[src/rtl/hsq_pkg.sv]
// ----------------------------------------------------------------------------
// Servo homing sequencer package
// Beat payload types, command, step, status, method and quick stop codes,
// and the configuration register set shared by the sequencer modules.
// ----------------------------------------------------------------------------
package hsq_pkg;

	// Drive command codes; the reserved code behaves as disable.
	localparam logic [1:0] CMD_DISABLE  = 2'd0;
	localparam logic [1:0] CMD_ENABLE   = 2'd1;
	localparam logic [1:0] CMD_EBRAKE   = 2'd2;
	localparam logic [1:0] CMD_RESERVED = 2'd3;

	// Homing method codes that the drive supports.
	localparam logic [6:0] HM_NONE         = 7'd0;
	localparam logic [6:0] HM_SWITCH_INDEX = 7'd7;
	localparam logic [6:0] HM_AT_POSITION  = 7'd35;

	// Quick stop option codes of the drive profile.
	localparam logic [3:0] QSO_DISABLE       = 4'd0;
	localparam logic [3:0] QSO_SLOW_DOWN     = 4'd1;
	localparam logic [3:0] QSO_QUICK         = 4'd2;
	localparam logic [3:0] QSO_CURRENT       = 4'd3;
	localparam logic [3:0] QSO_VOLTAGE       = 4'd4;
	localparam logic [3:0] QSO_SLOW_STAY     = 4'd5;
	localparam logic [3:0] QSO_QUICK_STAY    = 4'd6;
	localparam logic [3:0] QSO_CURRENT_STAY  = 4'd7;
	localparam logic [3:0] QSO_VOLTAGE_STAY  = 4'd8;

	// Homing steps.
	typedef enum logic [3:0] {
		STEP_INIT      = 4'd0,
		STEP_START     = 4'd1,
		STEP_SEEK_SW   = 4'd2,
		STEP_SEEK_HOME = 4'd3,
		STEP_RETRACT   = 4'd4,
		STEP_SEEK_IDX  = 4'd5,
		STEP_DECEL     = 4'd6,
		STEP_DONE      = 4'd7,
		STEP_FAIL      = 4'd8
	} step_t;

	// Homing status.
	typedef enum logic [1:0] {
		HS_IDLE = 2'd0,
		HS_OK   = 2'd1,
		HS_FAIL = 2'd2
	} hstat_t;

	// Configuration register indexes.
	typedef enum logic [2:0] {
		CFG_HOME_MODE      = 3'd0,
		CFG_SWITCH_SPEED   = 3'd1,
		CFG_INDEX_SPEED    = 3'd2,
		CFG_HOMING_ACCEL   = 3'd3,
		CFG_QS_DECEL       = 3'd4,
		CFG_PROFILE_DECEL  = 3'd5,
		CFG_QS_OPTION      = 3'd6,
		CFG_HOME_OFFSET    = 3'd7
	} cfg_idx_t;

	localparam int CFG_DATA_W = 32;

	// Configuration register set.
	typedef struct packed {
		logic [6:0]         home_mode;
		logic [30:0]        switch_search_speed;
		logic [30:0]        index_search_speed;
		logic [30:0]        homing_accel;
		logic [30:0]        quick_stop_decel;
		logic [30:0]        profile_decel;
		logic [3:0]         quick_stop_option;
		logic signed [31:0] home_offset;
	} cfg_t;

	// One control tick.
	typedef struct packed {
		logic [1:0]         drive_command;
		logic               emergency_requested;
		logic               halt;
		logic               brake_released;
		logic               positive_limit;
		logic               negative_limit;
		logic               home_sensor;
		logic               index_pulse;
		logic               standstill;
		logic signed [31:0] actual_position;
	} tick_t;

	// One result of a control tick.
	typedef struct packed {
		logic signed [31:0] target_speed;
		logic [30:0]        target_accel;
		logic [3:0]         homing_step;
		logic [1:0]         homing_status;
		logic               offset_valid;
		logic signed [31:0] home_position;
		logic               force_disable;
		logic               planner_active;
		logic               planner_restart;
	} result_t;

endpackage

[src/rtl/hsq_channels.sv]
// ----------------------------------------------------------------------------
// Servo homing sequencer channels
// Valid/ready channels for control ticks and for results.
// ----------------------------------------------------------------------------
interface hsq_tick_if;
	logic          valid;
	logic          ready;
	hsq_pkg::tick_t data;

	modport source (output valid, output data, input ready);
	modport sink (input valid, input data, output ready);
endinterface

interface hsq_result_if;
	logic             valid;
	logic             ready;
	hsq_pkg::result_t data;

	modport source (output valid, output data, input ready);
	modport sink (input valid, input data, output ready);
endinterface

[src/rtl/hsq_cfg_regs.sv]
// ----------------------------------------------------------------------------
// Servo homing sequencer configuration registers
// Write-only register file loaded through a plain write port.
// ----------------------------------------------------------------------------
module hsq_cfg_regs (
	input  logic                            clk,
	input  logic                            arst_n,
	input  logic                            wr_en,
	input  logic [2:0]                      wr_index,
	input  logic [hsq_pkg::CFG_DATA_W-1:0]  wr_data,
	output hsq_pkg::cfg_t                   cfg
);

	hsq_pkg::cfg_t cfg_q;

	// Decode the index and load the addressed register.
	always_ff @(posedge clk or negedge arst_n) begin
		if (!arst_n) begin
			cfg_q <= '0;
		end else if (wr_en) begin
			unique case (hsq_pkg::cfg_idx_t'(wr_index))
				hsq_pkg::CFG_HOME_MODE:     cfg_q.home_mode           <= wr_data[6:0];
				hsq_pkg::CFG_SWITCH_SPEED:  cfg_q.switch_search_speed <= wr_data[30:0];
				hsq_pkg::CFG_INDEX_SPEED:   cfg_q.index_search_speed  <= wr_data[30:0];
				hsq_pkg::CFG_HOMING_ACCEL:  cfg_q.homing_accel        <= wr_data[30:0];
				hsq_pkg::CFG_QS_DECEL:      cfg_q.quick_stop_decel    <= wr_data[30:0];
				hsq_pkg::CFG_PROFILE_DECEL: cfg_q.profile_decel       <= wr_data[30:0];
				hsq_pkg::CFG_QS_OPTION:     cfg_q.quick_stop_option   <= wr_data[3:0];
				hsq_pkg::CFG_HOME_OFFSET:   cfg_q.home_offset         <= signed'(wr_data);
				default: ;
			endcase
		end
	end

	assign cfg = cfg_q;

endmodule

[src/rtl/hsq_step_unit.sv]
// ----------------------------------------------------------------------------
// Servo homing sequencer step unit
// Holds the homing state and works out one tick's result and next state.
// ----------------------------------------------------------------------------
module hsq_step_unit (
	input  logic             clk,
	input  logic             arst_n,
	input  hsq_pkg::cfg_t    cfg,
	input  logic             fire,
	input  hsq_pkg::tick_t   tick,
	output hsq_pkg::result_t res
);

	// Method latched at the enable edge.
	typedef enum logic [1:0] {
		METH_NONE,
		METH_SWITCH_INDEX,
		METH_AT_POSITION
	} meth_t;

	logic [1:0]         prev_cmd_q, prev_cmd_d;
	hsq_pkg::step_t     step_q, step_d;
	logic signed [31:0] speed_q, speed_d;
	logic [30:0]        accel_q, accel_d;
	hsq_pkg::hstat_t    status_q, status_d;
	logic               idx_latch_q, idx_latch_d;
	meth_t              meth_q, meth_d;
	logic [30:0]        sw_spd_q, sw_spd_d;
	logic [30:0]        idx_spd_q, idx_spd_d;

	logic [1:0]         cmd;
	logic               early;
	logic               idx_seen;
	logic               fdis;
	logic               prst;
	logic               offv;
	logic signed [31:0] homep;
	logic signed [31:0] sw_neg;
	logic signed [31:0] idx_neg;

	// Next state and result of the current tick.
	always_comb begin
		prev_cmd_d  = prev_cmd_q;
		step_d      = step_q;
		speed_d     = speed_q;
		accel_d     = accel_q;
		status_d    = status_q;
		idx_latch_d = idx_latch_q;
		meth_d      = meth_q;
		sw_spd_d    = sw_spd_q;
		idx_spd_d   = idx_spd_q;
		sw_neg      = 32'sd0 - signed'({1'b0, sw_spd_q});
		idx_neg     = 32'sd0 - signed'({1'b0, idx_spd_q});
		early       = 1'b0;
		idx_seen    = 1'b0;
		fdis        = 1'b0;
		prst        = 1'b0;
		offv        = 1'b0;
		homep       = '0;
		cmd         = (tick.drive_command == hsq_pkg::CMD_RESERVED) ?
			hsq_pkg::CMD_DISABLE : tick.drive_command;

		if (cmd == hsq_pkg::CMD_ENABLE) begin
			if (!tick.emergency_requested) begin
				// Enable edge: latch the method and restart the sequence.
				if (prev_cmd_q == hsq_pkg::CMD_DISABLE) begin
					case (cfg.home_mode)
						hsq_pkg::HM_NONE:         meth_d = METH_NONE;
						hsq_pkg::HM_SWITCH_INDEX: meth_d = METH_SWITCH_INDEX;
						hsq_pkg::HM_AT_POSITION:  meth_d = METH_AT_POSITION;
						default: begin
							meth_d = METH_NONE;
							early  = 1'b1;
						end
					endcase
					if (early) begin
						step_d = hsq_pkg::STEP_FAIL;
						fdis   = 1'b1;
					end else begin
						step_d      = hsq_pkg::STEP_START;
						sw_spd_d    = cfg.switch_search_speed;
						idx_spd_d   = cfg.index_search_speed;
						sw_neg      = 32'sd0 - signed'({1'b0, cfg.switch_search_speed});
						idx_neg     = 32'sd0 - signed'({1'b0, cfg.index_search_speed});
						accel_d     = cfg.homing_accel;
						idx_latch_d = 1'b0;
						status_d    = hsq_pkg::HS_IDLE;
						prst        = 1'b1;
					end
				end

				if (!early) begin
					idx_latch_d = idx_latch_d | tick.index_pulse;
					if (tick.halt || !tick.brake_released) begin
						speed_d = '0;
					end else if (step_d != hsq_pkg::STEP_DONE) begin
						idx_seen    = idx_latch_d;
						idx_latch_d = 1'b0;
						case (meth_d)
							METH_SWITCH_INDEX: begin
								// Switch search, retract and index search.
								case (step_d)
									hsq_pkg::STEP_INIT: ;
									hsq_pkg::STEP_START: begin
										if (tick.positive_limit && !tick.home_sensor) begin
											speed_d = sw_neg;
											step_d  = hsq_pkg::STEP_SEEK_HOME;
										end else if (tick.home_sensor) begin
											speed_d = sw_neg;
											step_d  = hsq_pkg::STEP_RETRACT;
										end else begin
											speed_d = signed'({1'b0, sw_spd_d});
											step_d  = hsq_pkg::STEP_SEEK_SW;
										end
									end
									hsq_pkg::STEP_SEEK_SW: begin
										if (tick.home_sensor) begin
											speed_d = sw_neg;
											step_d  = hsq_pkg::STEP_RETRACT;
										end else if (tick.positive_limit) begin
											speed_d = sw_neg;
											step_d  = hsq_pkg::STEP_SEEK_HOME;
										end else if (tick.negative_limit) begin
											speed_d = '0;
											step_d  = hsq_pkg::STEP_FAIL;
										end
									end
									hsq_pkg::STEP_SEEK_HOME: begin
										if (tick.home_sensor) begin
											speed_d = sw_neg;
											step_d  = hsq_pkg::STEP_RETRACT;
										end else if (tick.negative_limit) begin
											speed_d = '0;
											step_d  = hsq_pkg::STEP_FAIL;
										end
									end
									hsq_pkg::STEP_RETRACT: begin
										if (!tick.home_sensor) begin
											speed_d = idx_neg;
											step_d  = hsq_pkg::STEP_SEEK_IDX;
										end
									end
									hsq_pkg::STEP_SEEK_IDX: begin
										if (idx_seen) begin
											speed_d = '0;
											step_d  = hsq_pkg::STEP_DECEL;
										end
									end
									hsq_pkg::STEP_DECEL: begin
										if (tick.standstill) begin
											speed_d = '0;
											step_d  = hsq_pkg::STEP_DONE;
										end
									end
									hsq_pkg::STEP_DONE: speed_d = '0;
									default: begin
										speed_d = '0;
										step_d  = hsq_pkg::STEP_FAIL;
									end
								endcase
							end
							METH_AT_POSITION: begin
								speed_d = '0;
								step_d  = hsq_pkg::STEP_DONE;
							end
							default: step_d = hsq_pkg::STEP_FAIL;
						endcase
					end

					// Status and the one-shot home position.
					if (step_d == hsq_pkg::STEP_DONE && status_d != hsq_pkg::HS_OK) begin
						status_d = hsq_pkg::HS_OK;
						offv     = 1'b1;
						homep    = tick.actual_position + cfg.home_offset;
					end else if (step_d == hsq_pkg::STEP_FAIL) begin
						status_d = hsq_pkg::HS_FAIL;
					end
				end
			end else begin
				idx_latch_d = idx_latch_d | tick.index_pulse;
				cmd         = hsq_pkg::CMD_DISABLE;
				fdis        = 1'b1;
			end
		end else begin
			idx_latch_d = idx_latch_d | tick.index_pulse;
		end

		// Emergency brake and command tracking.
		if (!early) begin
			if (cmd == hsq_pkg::CMD_EBRAKE) begin
				step_d  = hsq_pkg::STEP_FAIL;
				speed_d = '0;
				case (cfg.quick_stop_option) inside
					hsq_pkg::QSO_QUICK, hsq_pkg::QSO_CURRENT,
					hsq_pkg::QSO_QUICK_STAY, hsq_pkg::QSO_CURRENT_STAY:
						accel_d = cfg.quick_stop_decel;
					hsq_pkg::QSO_DISABLE: ;
					default: accel_d = cfg.profile_decel;
				endcase
				if (cfg.quick_stop_option <= hsq_pkg::QSO_VOLTAGE &&
					(cfg.quick_stop_option == hsq_pkg::QSO_DISABLE || tick.standstill)) begin
					fdis = 1'b1;
					cmd  = hsq_pkg::CMD_DISABLE;
				end
			end
			prev_cmd_d = cmd;
		end
	end

	// Result of the tick.
	always_comb begin
		res.target_speed    = speed_d;
		res.target_accel    = accel_d;
		res.homing_step     = step_d;
		res.homing_status   = status_d;
		res.offset_valid    = offv;
		res.home_position   = homep;
		res.force_disable   = fdis;
		res.planner_active  = !early && (cmd != hsq_pkg::CMD_DISABLE);
		res.planner_restart = prst;
	end

	// Homing state, updated once per accepted tick.
	always_ff @(posedge clk or negedge arst_n) begin
		if (!arst_n) begin
			prev_cmd_q  <= hsq_pkg::CMD_DISABLE;
			step_q      <= hsq_pkg::STEP_INIT;
			speed_q     <= '0;
			accel_q     <= '0;
			status_q    <= hsq_pkg::HS_IDLE;
			idx_latch_q <= 1'b0;
			meth_q      <= METH_NONE;
			sw_spd_q    <= '0;
			idx_spd_q   <= '0;
		end else if (fire) begin
			prev_cmd_q  <= prev_cmd_d;
			step_q      <= step_d;
			speed_q     <= speed_d;
			accel_q     <= accel_d;
			status_q    <= status_d;
			idx_latch_q <= idx_latch_d;
			meth_q      <= meth_d;
			sw_spd_q    <= sw_spd_d;
			idx_spd_q   <= idx_spd_d;
		end
	end

endmodule

[src/rtl/servo_homing_sequencer.sv]
// ----------------------------------------------------------------------------
// Servo homing sequencer
// Homing step machine for a servo drive, one control tick per beat.
// ----------------------------------------------------------------------------
// Usage:
//   tick   : valid/ready channel, one beat per control tick carrying the drive
//            command, switch and index inputs and the actual position.
//   result : valid/ready channel, exactly one beat for every tick beat, with
//            target speed and acceleration, homing step and status, the
//            one-shot home position and the planner and disable requests.
//   cfg_*  : write port for the homing registers; write only while idle.
// Path: a taken tick is held in the tick register; its result is worked out
//   combinationally and held in the result register until it is taken.
// Throughput: one tick per cycle while results are taken; the homing state
//   lives in one register stage between the tick and result registers.
// Reset: registers return to their reset values, no beat is pending and
//   the step machine is at init with status idle.
// Stall: while result is not taken the result holds; the tick register
//   then fills and tick.ready drops until the result moves on.
// ----------------------------------------------------------------------------
module servo_homing_sequencer (
	input  logic                           clk,
	input  logic                           arst_n,
	hsq_tick_if.sink                       tick,
	hsq_result_if.source                   result,
	input  logic                           cfg_wr_en,
	input  logic [2:0]                     cfg_index,
	input  logic [hsq_pkg::CFG_DATA_W-1:0] cfg_wdata
);

	hsq_pkg::cfg_t    cfg;
	hsq_pkg::tick_t   tick_s1;
	logic             tick_vld_s1;
	hsq_pkg::result_t res_comb;
	hsq_pkg::result_t res_s2;
	logic             res_vld_s2;
	logic             out_free;
	logic             fire;

	hsq_cfg_regs u_cfg (
		.clk      (clk),
		.arst_n   (arst_n),
		.wr_en    (cfg_wr_en),
		.wr_index (cfg_index),
		.wr_data  (cfg_wdata),
		.cfg      (cfg)
	);

	hsq_step_unit u_step (
		.clk    (clk),
		.arst_n (arst_n),
		.cfg    (cfg),
		.fire   (fire),
		.tick   (tick_s1),
		.res    (res_comb)
	);

	// Handshake: the tick register moves on when the result register frees.
	assign out_free   = !res_vld_s2 || result.ready;
	assign fire       = tick_vld_s1 && out_free;
	assign tick.ready = !tick_vld_s1 || fire;

	// Valid flags of both stages.
	always_ff @(posedge clk or negedge arst_n) begin
		if (!arst_n) begin
			tick_vld_s1 <= 1'b0;
			res_vld_s2  <= 1'b0;
		end else begin
			if (tick.ready) begin
				tick_vld_s1 <= tick.valid;
			end
			if (out_free) begin
				res_vld_s2 <= fire;
			end
		end
	end

	// Payload registers.
	always_ff @(posedge clk) begin
		if (tick.valid && tick.ready) begin
			tick_s1 <= tick.data;
		end
		if (fire) begin
			res_s2 <= res_comb;
		end
	end

	assign result.valid = res_vld_s2;
	assign result.data  = res_s2;

endmodule

[src/flat_wrapper.sv]
// flat-port wrapper written by rule: the top's interface ports become plain ports
module servo_homing_sequencer_flat 
  (clk, arst_n, cfg_wr_en, cfg_index, cfg_wdata, tick_valid, tick_data, tick_ready, result_valid, result_data, result_ready);
  hsq_tick_if tick_i ();
  hsq_result_if result_i ();
  input  logic clk;
  input  logic arst_n;
  input  logic cfg_wr_en;
  input  logic [2:0] cfg_index;
  input  logic [hsq_pkg::CFG_DATA_W-1:0] cfg_wdata;
  input wire logic [$bits(tick_i.valid)-1:0] tick_valid;
  input wire logic [$bits(tick_i.data)-1:0] tick_data;
  output wire logic [$bits(tick_i.ready)-1:0] tick_ready;
  output wire logic [$bits(result_i.valid)-1:0] result_valid;
  output wire logic [$bits(result_i.data)-1:0] result_data;
  input wire logic [$bits(result_i.ready)-1:0] result_ready;
  assign tick_i.valid = tick_valid;
  assign tick_i.data = tick_data;
  assign tick_ready = tick_i.ready;
  assign result_valid = result_i.valid;
  assign result_data = result_i.data;
  assign result_i.ready = result_ready;
  servo_homing_sequencer u_core (.clk(clk), .arst_n(arst_n), .tick(tick_i), .result(result_i), .cfg_wr_en(cfg_wr_en), .cfg_index(cfg_index), .cfg_wdata(cfg_wdata));
endmodule
[config.mk]
export PLATFORM = sky130hd
export DESIGN_NAME = servo_homing_sequencer_flat
export DESIGN_NICKNAME = d
export VERILOG_FILES = /design/src/rtl/hsq_pkg.sv /design/src/rtl/hsq_channels.sv /design/src/rtl/hsq_cfg_regs.sv /design/src/rtl/hsq_step_unit.sv /design/src/rtl/servo_homing_sequencer.sv /design/src/flat_wrapper.sv
export SDC_FILE = /design/constraint.sdc
export NUM_CORES = 1
export LEC_CHECK = 0
export BUFFER_PORTS_ARGS = -buffer_cell sky130_fd_sc_hd__clkbuf_2
export CORE_AREA = 3 3 214 216
export CTS_BUF_LIST = sky130_fd_sc_hd__clkbuf_8
export CTS_CLUSTER_DIAMETER = 120
export CTS_CLUSTER_SIZE = 12
export DETAILED_ROUTE_END_ITERATION = 16
export DIE_AREA = 0 0 217 219
export MAX_ROUTING_LAYER = met4
export PLACE_DENSITY = 0.83
export SYNTH_ARGS = -nofsm -noshare
export SYNTH_HDL_FRONTEND = slang
export SYNTH_SLANG_ARGS = --single-unit
export TNS_END_PERCENT = 20
[constraint.sdc]
create_clock -name clk -period 11.1 [get_ports clk]
set_input_delay 3.33 -clock clk [delete_from_list [all_inputs] [get_ports clk]]
set_output_delay 3.33 -clock clk [all_outputs]
set_load 0.1 [all_outputs]
Word level (Yosys, flattened, before mapping) --
Cells that the tools add are included.
Storage, ports and cells: register bits after elaboration 483, ROM bits 0, output and inout port bits 107, memories kept 0, logic and storage cells 222, memory bits (writable) 0, bits in latches 0
Operators by class: shift operators 0, bitwise gates (word level) 8, equality and inequality tests 29, reductions and logical operators 38, multiply operators 0, div/mod/pow operators 0, muxes and demuxes 103, add/sub/neg operators 5, $lt $le $gt $ge 1
Operators by type and width (count):
- 2-to-1 mux 32 bit | 20
- 2-to-1 mux 31 bit | 10
- one-hot mux 32 bit (7 select lines) | 1
- subtractor 1 x 31 -> 32 bit (first input constant) | 4
- 2-to-1 mux 4 bit | 21
- one-hot mux 32 bit (2 select lines) | 1
- 2-to-1 mux 2 bit | 18
- adder 32 bit | 1
- equality test 4 x 3 -> 1 bit (second input constant) | 7
- one-hot mux 4 bit (7 select lines) | 1
- 2-to-1 mux 1 bit | 27
- AND reduction 2 bit | 9
- equality test 4 x 2 -> 1 bit (second input constant) | 4
- equality test 3 bit (second input constant) | 4
- OR reduction 3 bit | 3
- zero test 4 bit | 2
- one-hot mux 4 bit (2 select lines) | 1
- OR reduction 4 bit | 2
- equality test 7 x 3 -> 1 bit (second input constant) | 1
- equality test 7 x 6 -> 1 bit (second input constant) | 1
- zero test 7 bit | 1
- equality test 2 bit (second input constant) | 3
- equality test 3 x 2 -> 1 bit (second input constant) | 2
- logical AND 1 bit | 6
- other kinds (19) | 34

Logic depth before layout (Yosys ltp) --
Gate-level depths: netlist (run 1).
depth after elaboration 26, depth in mapped cells 17

Cells and area by module --
A second synthesis (run 1) with hierarchy kept.
Unflattened totals: cells, all modules 2228, area total of the unflattened synthesis 24999.0 um2
Modules (own cells, without submodules):
- hsq_step_unit | cells an instance 1648, area each 13097.6 um2, instances 1
- hsq_cfg_regs | cells an instance 425, area each 7383.3 um2, instances 1
- servo_homing_sequencer | cells an instance 155, area each 4518.1 um2, instances 1

Least setup slack after synthesis (run 1) --
No wires, ideal clock.
path kind input to register, start point in result_ready, end point reg u_core.res_s2, in the netlist u_core.result.data[0], enable pin, stages 5, arrival 7042 ps, path slack 3548 ps, required time 10590 ps, path through nand2b_1 nand2_1 inv_1 buf_1 buf_1
On the way: longest elaborated chain between the ends 2
Ends and longest elaborated chain:
- start: declaration | RTL line flat_wrapper.sv:16 | input wire logic [$bits(result_i.ready)-1:0] result_ready;
- logical OR 1 bit | RTL line servo_homing_sequencer.sv:59 | assign out_free = !res_vld_s2 || result.ready;
- logical AND 1 bit | RTL line servo_homing_sequencer.sv:60 | assign fire = tick_vld_s1 && out_free;
- net u_core.fire | RTL line servo_homing_sequencer.sv:38 | logic fire;
- end signal: assignment | RTL line servo_homing_sequencer.sv:84 | res_s2 <= res_comb;
- end: declaration | RTL line servo_homing_sequencer.sv:35 | hsq_pkg::result_t res_s2;
The timed path passes the listed nets, and every way through them passes these cells. A chain may end at the register's enable or synchronous reset.

Worst setup path in the final report (run 1) --
start point in result_ready, end point out tick_ready
On the way: longest elaborated chain between the ends 3
Ends and longest elaborated chain:
- logical OR 1 bit | RTL line servo_homing_sequencer.sv:59
- logical AND 1 bit | RTL line servo_homing_sequencer.sv:60
- logical OR 1 bit | RTL line servo_homing_sequencer.sv:61 | assign tick.ready = !tick_vld_s1 || fire;
- end: declaration | RTL line flat_wrapper.sv:13 | output wire logic [$bits(tick_i.ready)-1:0] tick_ready;
No other way between the ends.

==> results.toml, run 1 <==
[route]
drtAntennaViolNets = 0
drt_iter0_markers = 1941
remaining_drc_errors = 0
vias = 18102
wire_per_inst_um = 23.0
drt_first_pass_iters = 6
avgViaCountPerCell = 6.24
finalWirelength_um = 66700

[finish]
final_cell_area_sq_mm = 0.0263
fillers = 3597
final_common_cell = "dfrtp_1"
finalNonFillerCells = 2903
seq_area_sq_mm = 0.0128
layout_common_cells = "336 x dfrtp_1, 274 x nand2_1, 252 x mux2_2, 187 x clkbuf_2, 147 x edfxtp_1"
multi_input_area_sq_mm = 0.0107
layout.nets = 2402
area_growth_pct = 9.52
fin_util_pct = 59.6
layout-drive-gt1-share_pct = 24.4

[synth]
synth.area.top_cells = "dfrtp_1 35%, edfxtp_1 18%, mux2_2 12%, nand2_1 4.3%, xnor2_1 2.0%"
synthDistinctLibCells = 86
ys_seq_area_share_pct = 53.4
async_flop_share_pct = 69.6
synth-edff-count = 147
yosys.area.top_type = "dfrtp_1"
syn_nets = 2247
synth-seq-cells = 483
syn_inst = 2127
synth_warnings = 0
avgSynthCellArea_sq_um = 11.3
synth-main-ff-cell = "dfrtp_1"
synth_area_sq_mm = 0.0240
synth_top_area_share_pct = 35.0

[floorplan]
rows = 77
die_x_um = 217
start_util_pct = 54.5
die_h_um = 219
core_area_sq_mm = 0.0441
dieArea_sq_mm = 0.0475
ios = 189

[sta]
fin_crit_sh_pct = 66.2
slew_headroom_pct = 25.1
setup_ws_ps = 3750
fin_skew_ps = 54.4
slew_violations = 0
layout_min_cycle_time_ps = 7350
rsz0062_at_grt = "no"
fmax_ghz = 0.136
fin_tns_setup_ps = 0
worstMarginPinSlew_ps = 1120
setup_violations = 0
hold_viol = 0

[clock_network]
cts_root_buf = "clkbuf_8"
clkSlewWorstSetupHoldPaths_ps = 80
ctsHoldBuffers = 0
tritoncts = "built"
cts_resized = 0
htreeDepth = 2
cts_buffer_depth = 3
post-cts-setup-buffers = 0
clk_latency_ps = 690
cts_buffers = 46
numClockSinks = 483

[critical_path]
crit_type = "in -> out"
critPathCaptureType = "output port"
arrival_ps = 4020
required_ps = 7770
crit_fanout = 3
critPathLaunchType = "input port"

[pwr]
p_leak_uw = 0.0116
vdd_ir_drop_max_v = 0.000155
powerDensity_mw_per_mm2 = 200

[placement]
dpl_worst_slack_ps = 3760
numPortBuffers = 188
post-place-cells = 2826
dpl_cell_area_sq_mm = 0.0255
place_congestion = 0.996
dp_hpwl_um = 46800

[global_routing]
grt_first_pass_wirelength_um = 105000
grt_max_degree = 139
gr-usage-all-layers_pct = 29.0
antenna_found_initial = 0
first_global_vias = 18364
grt-ovfl-total = 0

[worst_hold_path]
min_path_type = "reg -> reg"

[outcome]
status = "finished, final reports clean"

[job]
maxCapViolations = 0
-- critical path: stages --
cell      delay [ps]
clkbuf_2          80
nand3b_1         130
clkbuf_2         470
-- state kept, by name, summed over array words and instances, names as in the netlist --
name,cells
u_core.u_step.prev_cmd_q,2
u_core.result.valid,1
u_core.u_step.idx_spd_q,31
u_core.u_step.meth_q,2
u_core.tick_s1,42
u_core.tick_vld_s1,1
u_core.u_step.accel_q,31
u_core.u_step.status_q,2
u_core.result.data,105
u_core.u_step.speed_q,32
u_core.u_step.idx_latch_q,1
u_core.u_step.sw_spd_q,31
u_core.u_step.step_q,4
u_core.u_cfg.cfg,198
-- cell usage after synthesis (24+ instances only) --
library cell,number
dfrtp_1,336
nand2_1,276
mux2_2,252
edfxtp_1,147
nor2_1,104
a21oi_1,92
o21ai_0,81
clkbuf_1,79
xnor2_1,55
xor2_1,54
nor3_1,48
mux2i_1,44
o22ai_1,41
inv_1,40
ha_1,37
a22o_1,35
a22oi_1,34
nand3_1,34
a21o_1,26
nand4_1,24
-- power breakdown --
part / internal [uW] / switching (uW) / leakage [uW] / total, uW
registers: 2140 / 238 / 0.00568 / 2370
clock network: 394 / 619 / 0.000494 / 1010
logic: 652 / 1210 / 0.00539 / 1860
total: 3180 / 2070 / 0.0116 / 5250
-- path summary, 6_finish.rpt --
path	depth (start not counted)	slack [ps]	startpoint	to
min in group asynchronous	1	2760	arst_n	u_core.u_step.sw_spd_q[23]$_DFFE_PN0P_
worst max-delay path	3	3750	result_ready	tick_ready
max in group asynchronous	2	6580	arst_n	u_core.u_step.sw_spd_q[1]$_DFFE_PN0P_
worst min register to register	1	460	u_core.u_cfg.cfg[159]$_DFFE_PN0P_	u_core.u_step.idx_spd_q[30]$_DFFE_PN0P_
worst max register to register	11	6880	u_core.u_step.prev_cmd_q[1]$_DFFE_PN0P_	u_core.u_step.speed_q[9]$_DFFE_PN0P_
worst min-delay path	1	460	u_core.u_cfg.cfg[159]$_DFFE_PN0P_	u_core.u_step.idx_spd_q[30]$_DFFE_PN0P_
-- cell families (layout without fill, tap and decap cells) --
logic type	after synthesis	in the layout	share of synthesized area, %
compound gates	424	424	11.8
xor+xnor	109	109	3.97
fa+ha+maj	38	38	2.01
buf+inv	148	331	2.50
flops	483	483	53.4
mux	296	296	13.6
other cells	0	1	0
simple gates	629	629	12.7
-- layer usage --
layer	track usage, %	up-vias	share of wire, %
met1	38.9	8994	42
met3	4.36	170	7.2
met2	44.9	856	46
met4	11.4	0	4.1
li1	-	8082	-
met5	-	-	0
-- final cells by class --
type | count | share of cell area [%]
diodes | 1 | 0.00951
clock buffers | 46 | 2.41
clock inverters | 30 | 0.571
inverters | 41 | 0.604
multi-input cells | 1496 | 40.5
flip-flops and latches | 483 | 48.7
well taps | 592 | 2.81
repair buffers | 214 | 4.36
-- stage by stage --
stage	hold WS (ps)	power, uW
after floorplan	446	3740
after CTS	466	5250
after global placement	457	4160
after detailed placement	463	4240
final	465	5250
after global routing	475	5530
(Power assumes the default switching activity.)
==> inputs of run 2 (changes only) <==
--- a/config.mk
+++ b/config.mk
@@ -5,13 +5,14 @@
 export SDC_FILE = /design/constraint.sdc
 export NUM_CORES = 1
 export LEC_CHECK = 0
+export ABC_AREA = 1
 export BUFFER_PORTS_ARGS = -buffer_cell sky130_fd_sc_hd__clkbuf_2
-export CORE_AREA = 3 3 214 216
+export CORE_AREA = 3 3 225 227
 export CTS_BUF_LIST = sky130_fd_sc_hd__clkbuf_8
 export CTS_CLUSTER_DIAMETER = 120
 export CTS_CLUSTER_SIZE = 12
 export DETAILED_ROUTE_END_ITERATION = 16
-export DIE_AREA = 0 0 217 219
+export DIE_AREA = 0 0 228 230
 export MAX_ROUTING_LAYER = met4
 export PLACE_DENSITY = 0.83
 export SYNTH_ARGS = -nofsm -noshare
==> constraint.sdc (replaced) <==
create_clock -name clk -period 7.6 [get_ports clk]
set_input_delay 2.28 -clock clk [delete_from_list [all_inputs] [get_ports clk]]
set_output_delay 2.28 -clock clk [all_outputs]
set_load 0.1 [all_outputs]
==> run 2 against run 1 <==
Net effect:
- final cell count up 50%
- sequential power is 55% higher
- first-iteration DRC count rose by 66%
- clock skew decreased by 24 ps
- area after synthesis increased by 12%
- total power up 62%
- clock-buffer cell count up 1
- critical endpoint unchanged
==> results.toml, run 2 <==
[outcome]
status = "finished, final reports clean"

[placement]
dp_hpwl_um = 60700
numPortBuffers = 188
place_congestion = 1.08

[floorplan]
die_x_um = 228
start_util_pct = 55.0
dieArea_sq_mm = 0.0524
rows = 81
die_h_um = 230
core_area_sq_mm = 0.0488
ios = 189

[sta]
fin_skew_ps = 30.8
hold_viol = 0
worstMarginPinSlew_ps = 1190
fin_crit_sh_pct = 69.3
slew_violations = 0
slew_headroom_pct = 20.6
fmax_ghz = 0.190
fin_tns_setup_ps = 0
layout_min_cycle_time_ps = 5270
rsz0062_at_grt = "no"
hold_slack_ps = 487
setup_violations = 0

[critical_path]
crit_fanout = 3
arrival_ps = 2990
path_buf_inv = 3
path_delay_family = "buffers and inverters"
timing.critical_path.mode_cell = "clkbuf_2"
slowest_delay_ps = 480
slowest_stage = "clkbuf_2"
critPathCaptureType = "output port"
crit_type = "in -> out"
critPathLaunchType = "input port"
worstPathCellList = "clkbuf_2 > inv_1 > nand3_1 > clkbuf_2"
required_ps = 5320

[finish]
area_growth_pct = 8.34
largest_reg_flops = 198
layout_common_cells = "1072 x nand2_1, 419 x o21ai_0, 371 x nor2_1, 336 x dfrtp_1, 329 x inv_1"
layout.nets = 3795
regMostFlops = "u_core.u_cfg.cfg"
layout-drive-gt1-share_pct = 9.11
final_common_cell = "nand2_1"

[route]
wire_per_inst_um = 19.5
finalWirelength_um = 85100
drt_iter0_markers = 3223
drtAntennaViolNets = 0
vias = 25217
avgViaCountPerCell = 5.78
drt_first_pass_iters = 7
remaining_drc_errors = 0

[synth]
synth_top_area_share_pct = 31.3
syn_inst = 3560
synth-seq-cells = 483
synth.area.top_cells = "dfrtp_1 31%, edfxtp_1 16%, nand2_1 15%, o21ai_0 7.8%, nor2_1 5.2%"
synth_area_sq_mm = 0.0269
synthDistinctLibCells = 54
synth_most_common_cell = "nand2_1"
synth.top_cells.by_count = "1074 x nand2_1, 419 x o21ai_0, 375 x nor2_1"
synth_warnings = 0
synth-edff-count = 147
async_flop_share_pct = 69.6
ys_seq_area_share_pct = 47.8
yosys.area.top_type = "dfrtp_1"
syn_nets = 3680
synth-main-ff-cell = "dfrtp_1"
avgSynthCellArea_sq_um = 7.54

[global_routing]
grt_first_pass_wirelength_um = 132000
antenna_found_initial = 1
grt_max_degree = 109
gr-usage-all-layers_pct = 32.9
grt-ovfl-total = 0
first_global_vias = 23277

[clock_network]
cts_buffer_depth = 3
tritoncts = "built"
cts_buffers = 46
clk_latency_ps = 670
numClockSinks = 483
cts_root_buf = "clkbuf_8"
ctsHoldBuffers = 0
cts_resized = 0
post-cts-setup-buffers = 0
htreeDepth = 2
clkSlewWorstSetupHoldPaths_ps = 80

[worst_hold_path]
min_path_type = "reg -> reg"

[job]
maxCapViolations = 0

[pwr]
powerDensity_mw_per_mm2 = 292
vdd_ir_drop_max_v = 0.000288
p_leak_uw = 0.0137
==> run 2: power by group <==
| group | switching [uW] | internal, uW |
|---|---|---|
| Sequential | 427 | 3250 |
| Clock | 923 | 578 |
| Combinational | 2470 | 846 |
| Total | 3820 | 4670 |
==> run 2: per-layer routing <==
metal  GRT usage [%]  wire, um  vias up
li1                -         -    11906
met1            43.0     34200    11799
met2            49.7     38300     1258
met3            4.78      7270      254
met4            18.3      5320        0
met5               -         0        -
==> run 2: cell families after synthesis <==
group / after synthesis / share of synthesized area [%]
and+or+nand+nor: 1788 / 27.3
AOI/OAI and AO/OA: 717 / 14.4
DFF: 483 / 47.8
buffers and inverters: 472 / 6.77
xor gates and xnor gates: 61 / 1.99
adders and majority gates: 38 / 1.80
muxes: 1 / 0.0419
==> run 2: worst paths after layout <==
path | slack, ps | to | cells after the start | start
worst min register to register | 490 | u_core.u_step.accel_q[1]$_DFFE_PN0P_ | 2 | u_core.u_step.accel_q[1]$_DFFE_PN0P_
worst max-delay path | 2330 | tick_ready | 4 | result_ready
min in group asynchronous | 1580 | u_core.u_step.idx_spd_q[20]$_DFFE_PN0P_ | 1 | arst_n
max in group asynchronous | 4470 | u_core.u_step.speed_q[9]$_DFFE_PN0P_ | 2 | arst_n
worst max register to register | 3290 | u_core.result.data[33]$_SDFFCE_PP0P_ | 15 | u_core.u_step.prev_cmd_q[1]$_DFFE_PN0P_
worst min-delay path | 490 | u_core.u_step.accel_q[1]$_DFFE_PN0P_ | 2 | u_core.u_step.accel_q[1]$_DFFE_PN0P_
==> run 2: final cells by class <==
class | instances | area (sq um)
Timing Repair Buffer | 216 | 1190
Sequential cell | 483 | 12800
Clock buffer | 47 | 647
Multi-Input combinational cell | 2605 | 12300
Antenna cell | 1 | 2.50
Tap cell | 664 | 831
Fill cell | 4520 | 19800
Inverter | 323 | 1220
Clock inverter | 27 | 134
==> run 2: metrics by stage <==
step / total power (uW) / utilization, % / worst slack (ps) / area [sq um] / instances
after floorplan: 6060 / - / 1180 / 26900 / 3560
after global placement: 6910 / 57.9 / 2370 / 28300 / 4291
after detailed placement: 6960 / 57.9 / 2340 / 28300 / 4291
after CTS: 8460 / 59.5 / 2340 / 29100 / 4365
after global routing: 9000 / 59.6 / 2290 / 29100 / 4366
final: 8490 / 59.6 / 2330 / 29100 / 4366
==> run 2: worst reg2reg max path, stage by stage (launching register included) <==
cell     delay [ps]
dfrtp_1         410
nor2_4          280
inv_2            80
nor2_2          150
nand2_4         100
nand2_2         130
nand3_2         560
nor2_2          580
nor2_1          100
nand3_1         110
nand2_1          60
nand2_1          50
nand2_1          70
a21oi_2         180
nand3_2         650
a21oi_1         560
